`src/sv/multichannel_pulse_width_capture_macros.svh`:
```
// assertion macros for the pulse width capture block
`ifndef MULTICHANNEL_PULSE_WIDTH_CAPTURE_MACROS_SVH
`define MULTICHANNEL_PULSE_WIDTH_CAPTURE_MACROS_SVH

`ifndef SYNTHESIS
`define MPWC_ASSERT_IMPLY(lbl, clk, rst, pre, post) \
  lbl: assert property (@(posedge clk) disable iff (rst) (pre) |-> (post)) \
    else $error("assertion failed: same-cycle implication");
`define MPWC_ASSERT_NEXT(lbl, clk, rst, pre, post) \
  lbl: assert property (@(posedge clk) disable iff (rst) (pre) |=> (post)) \
    else $error("assertion failed: next-cycle implication");
`else
`define MPWC_ASSERT_IMPLY(lbl, clk, rst, pre, post)
`define MPWC_ASSERT_NEXT(lbl, clk, rst, pre, post)
`endif

`endif

```
`src/sv/mpwc_pkg.sv`:
```
// shared types and constants for the pulse width capture block
`default_nettype none
package mpwc_pkg;

  localparam int MPWC_MAX_CH   = 8;
  localparam int MPWC_CHANNELS = 8;
  localparam int MPWC_TS_W     = 16;
  localparam int MPWC_CH_W     = 3;
  localparam int MPWC_ADDR_W   = 3;

  typedef enum logic {
    REG_IN_MASK     = 1'b0,
    REG_TIMER_LIMIT = 1'b1
  } mpwc_reg_t;

  // completed pulses of one event, one bit and one width per channel
  typedef struct packed {
    logic [MPWC_MAX_CH-1:0]                done;
    logic [MPWC_MAX_CH-1:0][MPWC_TS_W-1:0] width;
  } mpwc_batch_t;

endpackage
`default_nettype wire

```
`src/sv/mpwc_capture.sv`:
```
// per-channel edge state and high-time computation
`default_nettype none
module mpwc_capture import mpwc_pkg::*; #(
  parameter int CHANNELS = MPWC_CHANNELS
) (
  input  logic                 clk,
  input  logic                 rst,
  input  logic                 accept,
  input  logic [MPWC_TS_W-1:0] timestamp,
  input  logic [7:0]           pin_flags,
  input  logic [7:0]           in_mask,
  input  logic [MPWC_TS_W-1:0] timer_limit,
  output mpwc_batch_t          batch
);

  logic [CHANNELS-1:0][MPWC_TS_W-1:0] rise_time;
  logic [CHANNELS-1:0]                await_fall;
  logic [CHANNELS-1:0]                hit;

  always_comb begin
    batch = '0;
    for (int c = 0; c < CHANNELS; c++) begin
      hit[c] = pin_flags[c] & in_mask[c];
      batch.done[c] = hit[c] & await_fall[c];
      // timer wrapped: limit - rise + now, modulo 2^16
      if (rise_time[c] > timestamp) begin
        batch.width[c] = timer_limit - rise_time[c] + timestamp;
      end else begin
        batch.width[c] = timestamp - rise_time[c];
      end
    end
  end

  always_ff @(posedge clk) begin
    if (rst) begin
      await_fall <= '0;
      rise_time  <= '0;
    end else if (accept) begin
      for (int c = 0; c < CHANNELS; c++) begin
        if (hit[c]) begin
          if (!await_fall[c]) begin
            rise_time[c] <= timestamp;
          end
          await_fall[c] <= ~await_fall[c];
        end
      end
    end
  end

endmodule
`default_nettype wire

```
`config.mk`:
```
export PLATFORM = sky130hd
export DESIGN_NAME = mpwc_capture
export DESIGN_NICKNAME = d
export VERILOG_FILES = /design/src/sv/multichannel_pulse_width_capture_macros.svh /design/src/sv/mpwc_pkg.sv /design/src/sv/mpwc_capture.sv
export SDC_FILE = /design/constraint.sdc
export NUM_CORES = 1
export LEC_CHECK = 0
export ABC_CLOCK_PERIOD_IN_PS = 7200
export BUFFER_PORTS_ARGS = -buffer_cell sky130_fd_sc_hd__buf_2
export CORE_MARGIN = 10
export CORE_UTILIZATION = 50
export CTS_CLUSTER_SIZE = 16
export DETAILED_ROUTE_END_ITERATION = 6
export PLACE_DENSITY = 0.71
export SETUP_SLACK_MARGIN = 0.1
export SYNTH_ARGS = -nofsm -noshare
export SYNTH_HDL_FRONTEND = slang
export SYNTH_SLANG_ARGS = --single-unit
export TNS_END_PERCENT = 30
```
`constraint.sdc`:
```
create_clock -name clk -period 7.2 [get_ports clk]
set_clock_uncertainty 0.15 [all_clocks]
set_input_delay 0.72 -clock clk [delete_from_list [all_inputs] [get_ports clk]]
set_output_delay 0.72 -clock clk [all_outputs]
set_load 0.005 [all_outputs]
```
Word level (Yosys, flattened, before mapping) --
Index checks and enable logic that the tools add are counted.
Storage, ports and cells: flip-flop bits (word level) 136, bits of input ports 51, output and inout port bits 136, logic and storage cells 96
Operators by class: add/subtract/negate cells 24, $lt $le $gt $ge 8, muxes and demuxes 8, bitwise logic cells 24, reductions and logical operators 16
Operators by type and width (number):
- subtractor 16 bit | 16
- adder 16 bit | 8
- greater-than comparator 16 bit | 8
- two-way mux 16 bit | 8
- AND reduction 3 bit | 8
- AND 1 bit | 16
- AND reduction 2 bit | 8
- NOT 1 bit | 8

Logic depth before layout (Yosys ltp) --
Gate-level depths: netlist of the first run.
depth in word-level cells 3, gate-level depth with buffers 15, gate-level depth less buffers 14

Least setup slack after synthesis of the first run --
No wires, ideal clock.
path kind input-to-output, start input port timestamp[1], end output port batch[30] (netlist bit), arrival 4415 ps, data required time 6330 ps, slack 1915 ps, cell stages on the path 14, path buffers 1, cells stage by stage clkbuf_1 -> inv_1 -> fa_1 -> inv_1 -> fa_1 -> a21o_1 -> a21oi_2 -> o21bai_1 -> a2111oi_2 -> o31ai_1 -> or4_1 -> a31oi_1 -> xnor2_1 -> mux2_2
RTL lines:
- from (decl) | line mpwc_capture.sv:9 | input logic [MPWC_TS_W-1:0] timestamp,
- to (decl) | line mpwc_capture.sv:13 | output mpwc_batch_t batch

==> impl_metrics.env, run 1 <==
export IMPL_final_layout_size_suffix_gt1_frac=0.0983
export IMPL_numCtsBuffers=17
export IMPL_yosys_cell_types_count=70
export IMPL_finalNonFillerCells=3476
export IMPL_dp_cells=3444
export IMPL_synthCells=2786
export IMPL_max_slew_margin=0.0833
export IMPL_finalWirelength_um=70000
export IMPL_cts_resized=0
export IMPL_async_reset_ff_frac=0
export IMPL_antennaDiodeCount=0
export IMPL_synth_area_mm2=0.0203
export IMPL_postCtsSetupRepairBufs=0
export IMPL_syn_nets=3221
export IMPL_worstPathArrival_ns=4.89
export IMPL_hold_class="register to register"
export IMPL_port_buffers=186
export IMPL_critical_path_class="input pin to primary output"
export IMPL_gr_total_overflow=0
export IMPL_combPwrFrac=0.570
export IMPL_coreArea_mm2=0.0399
export IMPL_required_ns=6.33
export IMPL_die_width_um=221
export IMPL_hpwl_um=51600
export IMPL_grt_usage=0.274
export IMPL_die_area_mm2=0.0491
export IMPL_tns_ns=0
export IMPL_route_detailed_drc=1
export IMPL_p_seq_frac=0.197
export IMPL_cp_max_fo=31
export IMPL_cts_hold_buf=0
export IMPL_grt_max_degree=77
export IMPL_total_power_w=0.00408
export IMPL_grt_pass1_vias=19100
export IMPL_critPathCaptureType="primary output"
export IMPL_synth_edf_count=0
export IMPL_ys_ff_latch=136
export IMPL_postRouteAntennaNets=0
export IMPL_die_y_um=221
export IMPL_fmax_mhz=174
export IMPL_synth_avg_cell_area_um2=7.29
export IMPL_ios=187
export IMPL_cts_tree="done"
export IMPL_rsz0062_at_grt="false"
export IMPL_clockPowerShare=0.233
export IMPL_dr_pass1_iters=7
export IMPL_violations="design-rule violations"
export IMPL_hold_viol=0
export IMPL_layout_min_cycle_time_ns=5.76
export IMPL_antenna_found_initial=1
export IMPL_h_tree_depth=4
export IMPL_grt_pass1_wl_um=107000
export IMPL_avgRoutedWirePerCell_um=20.2
export IMPL_net_switching_power_w=0.00182
export IMPL_p_sw_frac=0.447
export IMPL_cts_sinks=136
export IMPL_clockRootBuffer="clkbuf_16"
export IMPL_ys_flop_type="dfxtp_1"
export IMPL_synth_warnings=0
export IMPL_yosysSeqAreaShare=0.134
export IMPL_p_leak_nw=10.2
export IMPL_via_per_inst=5.74
export IMPL_initial_core_util=0.509
export IMPL_insertion_delay_ns=0.46
export IMPL_final_setup_viol_count=0
export IMPL_drtIter0Drc=1870
export IMPL_timing_final_crit_share=0.800
export IMPL_drv_slew=0
export IMPL_routed_via_count=20000
export IMPL_globalplace_congestion=0.983
export IMPL_area_delta_synth_final_pct=10.5
export IMPL_clk_pin_slew_ns=0.07
export IMPL_p_per_area_mw_per_mm2=182
export IMPL_drv_cap=0
export IMPL_startpoint_type="input pin"
export IMPL_cts_path_max_buffers=2
export IMPL_tightest_slew_ns=1.37
export IMPL_fin_nets=3373
export IMPL_irDropWorstVdd_mv=0.182
export IMPL_row_count=73
export IMPL_status="finished with violations"
export IMPL_p_int_w=0.00226
==> path summary, 6_finish.rpt <==
| check | start | endpoint | slack, ns | cells after the start |
|---|---|---|---|---|
| worst max-delay path | timestamp[0] | batch[127] | 1.44 | 14 |
| worst max register to register | await_fall[4] | rise_time[64] | 5.30 | 3 |
| worst min register to register | rise_time[63] | rise_time[63] | 0.31 | 2 |
| worst min-delay path | rise_time[63] | rise_time[63] | 0.31 | 2 |
==> cell type report <==
| class | instances | area [µm²] |
|---|---|---|
| multi-input combinational | 2136 | 15700 |
| inverter | 431 | 1620 |
| clock inverter | 15 | 180 |
| tap | 525 | 657 |
| timing repair buffer | 216 | 1160 |
| fill | 3747 | 17500 |
| clock buffer | 17 | 425 |
| sequential | 136 | 2720 |
==> flip-flops by register name, summed over array words and instances (netlist names) <==
register    count
rise_time     128
await_fall      8
==> metal layers <==
metal / track usage / up-vias / wire, µm
met5: 0 / - / 0
met1: 0.354 / 9421 / 30200
li1: - / 9598 / -
met4: 0.120 / 0 / 3150
met2: 0.448 / 777 / 31700
met3: 0.0390 / 166 / 4950
==> power groups by stage <==
stage          Combinational (W)  Clock [W]  Sequential [W]
5_1_grt                  0.00258   0.000985        0.000808
4_1_cts                  0.00231   0.000959        0.000804
3_3_place_gp             0.00225          0        0.000820
6_report                 0.00233   0.000951        0.000805
2_1_floorplan            0.00158          0        0.000814
3_5_place_dp             0.00229          0        0.000822
==> synthesized netlist by cell type (21+ instances only) <==
cell / n / area [µm²]
fa_1: 128 / 2560
nand2_1: 392 / 1470
a31oi_1: 22 / 138
o21a_1: 41 / 308
nand2b_1: 28 / 175
nor2b_1: 28 / 175
ha_1: 256 / 3200
a21oi_1: 305 / 1530
o21bai_1: 21 / 158
xor2_1: 77 / 674
nor3_1: 60 / 300
xnor2_1: 117 / 1020
a21o_1: 61 / 458
clkbuf_1: 72 / 270
nor2_1: 168 / 631
dfxtp_1: 136 / 2720
o21ai_0: 147 / 736
and3_1: 22 / 138
nand3_1: 56 / 280
inv_1: 431 / 1620
==> critical path, stage by stage <==
cell and delay [ns]:
buf_2 0.42, inv_1 0.50, ha_1 0.39, fa_1 0.42, nor2b_1 0.16, o31ai_1 0.12
a211oi_1 0.34, o2111ai_1 0.19, nand3_1 0.13, a41o_1 0.17, a21o_1 0.68, mux2i_1 0.29
xor2_1 0.18, buf_2 0.15
==> metrics by stage <==
step | worst slack, ns | area (µm²) | hold slack (ns) | utilization
final | 1.44 | 22400 | 0.308 | 0.562
after global routing | 1.18 | 22400 | 0.324 | 0.562
after CTS | 1.53 | 22400 | 0.311 | 0.562
after detailed placement | 1.54 | 21800 | 0.301 | 0.547
after global placement | 1.62 | 21800 | 0.293 | 0.547
after floorplan | 1.91 | 20300 | 0.286 | -
==> cell usage in the layout, fill, tap and decap left out, types with 117 or more instances in the layout <==
cell and count:
inv_1 431, o21ai_0 147, nor2_1 168, dfxtp_1 136
nand2_1 392, a21oi_1 305, ha_1 256, xnor2_1 117
fa_1 128, buf_2 185
==> logic make-up (layout without fill, tap and decap cells) <==
kind of cell	count (synthesis)	in the layout	share of synthesized area
buffers and inverters	514	679	0.0960
multiplexers	20	20	0.0102
adder cells (fa/ha/maj)	384	384	0.284
flip-flops	136	136	0.134
AND/OR/NAND/NOR	823	823	0.179
XOR/XNOR	194	194	0.0837
AO/OA/AOI/OAI	715	715	0.213
(Power assumes the default switching activity.)
==> inputs of run 2 (changes only) <==
ABC_CLOCK_PERIOD_IN_PS = 5900   (was 7200)
clock period = 5.9 ns   (was 7.2 ns; I/O delays follow)
==> run 2 against run 1 <==
Net effect:
- the run now ends clean
- via count rose by 0.84%
- global-route usage rose by 0.20 points
- sequential power rose by 22%
- first-iteration DRC count fell by 22%
- clock power rose by 22%
- sequential share of layout area fell by 0.067 points
- non-clock buffer count rose by 17
- largest power group unchanged
==> impl_metrics.env, run 2 (synthesis gave the netlist of run 1 again) <==
export IMPL_slowest_stage="inv_1"
export IMPL_final_cell_mix="431 x inv_1, 392 x nand2_1, 305 x a21oi_1"
export IMPL_multi_input_area_mm2=0.0157
export IMPL_finalWirelength_um=70600
export IMPL_p_leak_nw=10.2
export IMPL_worstPathArrival_ns=4.40
export IMPL_timing_final_crit_share=0.872
export IMPL_grt_pass1_wl_um=108000
export IMPL_drv_cap=0
export IMPL_globalplace_congestion=1.00
export IMPL_dr_pass1_iters=5
export IMPL_final_common_cell="inv_1"
export IMPL_final_layout_size_suffix_gt1_frac=0.103
export IMPL_largest_reg_flops=128
export IMPL_cts_sinks=136
export IMPL_antennaDiodeCount=0
export IMPL_drtIter0Drc=1455
export IMPL_hold_class="register to register"
export IMPL_tightest_slew_ns=1.30
export IMPL_p_per_area_mw_per_mm2=221
export IMPL_status="finished clean"
export IMPL_coreArea_mm2=0.0399
export IMPL_largestRegisters="rise_time (128), await_fall (8)"
export IMPL_routed_via_count=20100
export IMPL_die_width_um=221
export IMPL_fin_nets=3390
export IMPL_cpPeakStageDelay_ns=0.59
export IMPL_insertion_delay_ns=0.45
export IMPL_fin_ws_ns=0.757
export IMPL_fillers=3787
export IMPL_postCtsSetupRepairBufs=0
export IMPL_r2r_slack_ns=4.03
export IMPL_area_delta_synth_final_pct=11.1
export IMPL_gr_total_overflow=0
export IMPL_cts_tree="done"
export IMPL_largest_register="rise_time"
export IMPL_cts_hold_buf=0
export IMPL_irDropWorstVdd_mv=0.206
export IMPL_cp_top_family="compound AO/OA/AOI/OAI gates"
export IMPL_required_ns=5.16
export IMPL_crit_path_cell_trace="buf_2 > inv_1 > fa_1 > inv_1 > ha_1 > a21o_1 > a21oi_2 > o21bai_1 > a2111oi_2 > o31ai_1 > or4_1 > a31oi_1 > xnor2_1 > mux2_2 > buf_2"
export IMPL_h_tree_depth=4
export IMPL_port_buffers=186
export IMPL_final_setup_viol_count=0
export IMPL_ios=187
export IMPL_antenna_found_initial=0
export IMPL_critical_path_class="input pin to primary output"
export IMPL_rsz0062_at_grt="false"
export IMPL_drv_slew=0
export IMPL_postRouteAntennaNets=0
export IMPL_initial_core_util=0.509
export IMPL_row_count=73
export IMPL_avgRoutedWirePerCell_um=20.2
export IMPL_grt_max_degree=80
export IMPL_layout_min_cycle_time_ns=5.14
export IMPL_numCtsBuffers=17
export IMPL_fmax_mhz=194
export IMPL_cp_num_buf_inv=4
export IMPL_grt_usage=0.276
export IMPL_hold_viol=0
export IMPL_via_per_inst=5.76
export IMPL_cts_resized=0
export IMPL_startpoint_type="input pin"
export IMPL_die_area_mm2=0.0491
export IMPL_max_slew_margin=0.132
export IMPL_clockRootBuffer="clkbuf_16"
export IMPL_hpwl_um=53100
export IMPL_cts_path_max_buffers=2
export IMPL_route_detailed_drc=0
export IMPL_clk_pin_slew_ns=0.07
export IMPL_grt_pass1_vias=19700
export IMPL_place_ws_ns=0.777
export IMPL_regArea_mm2=0.00272
export IMPL_critPathCaptureType="primary output"
export IMPL_cp_max_fo=8
export IMPL_tns_ns=0
export IMPL_die_y_um=221
-- run 2: cell count changes in the layout (fill, tap and decap cells not counted), sizes merged --
| cell | delta |
|---|---|
| clkinvlp | +1 |
| buf | +17 |
| clkbuf | +1 |
| clkinv | +3 |
| inv | -6 |
| bufinv | +1 |
-- run 2: path summary, 6_finish.rpt --
check             cells past startpoint          start              to
setup reg to reg                      3  await_fall[7]  rise_time[121]
hold / removal                        2  rise_time[63]   rise_time[63]
hold reg to reg                       2  rise_time[63]   rise_time[63]
setup / recovery                     15   timestamp[2]       batch[30]
-- run 2: per-layer routing --
layer | up-vias | GRT usage | part of all wire
met1 | 9566 | 0.346 | 0.42
met2 | 751 | 0.460 | 0.46
met4 | 0 | 0.123 | 0.046
met5 | - | 0 | 0
met3 | 170 | 0.0431 | 0.068
li1 | 9643 | - | -
-- run 2: through the flow --
stage | total power, W | std cells | instance area, µm² | util | hold slack, ns
floorplan | 0.00292 | 2786 | 20300 | - | 0.286
global placement | 0.00377 | 3461 | 22000 | 0.550 | 0.294
detailed placement | 0.00381 | 3461 | 22000 | 0.550 | 0.306
CTS | 0.00498 | 3493 | 22600 | 0.565 | 0.315
global route | 0.00536 | 3493 | 22600 | 0.565 | 0.344
finish | 0.00499 | 3493 | 22600 | 0.565 | 0.310
-- run 2: area by class of cell --
| class | count | area share |
|---|---|---|
| inverter | 431 | 0.0717 |
| timing repair buffer | 233 | 0.0570 |
| tap | 525 | 0.0291 |
| multi-input combinational | 2136 | 0.695 |
| clock buffer | 18 | 0.0190 |
| clock inverter | 14 | 0.00771 |
| sequential | 136 | 0.121 |
-- run 2: worst register-to-register path: cells and delay by family, from the launching register on --
kind,cells,cell delay (ns)
AO/OA/AOI/OAI,1,0.18
flip-flops,1,0.32
AND/OR/NAND/NOR,2,1.13
-- run 2: report_power, final --
part / internal, W / leakage, nW / total [W] / switching (W)
clock network: 0.000668 / 0.283 / 0.00116 / 0.000495
registers: 0.000950 / 1.11 / 0.000984 / 0.0000337
logic: 0.00118 / 8.84 / 0.00285 / 0.00167
total: 0.00280 / 10.2 / 0.00499 / 0.00220
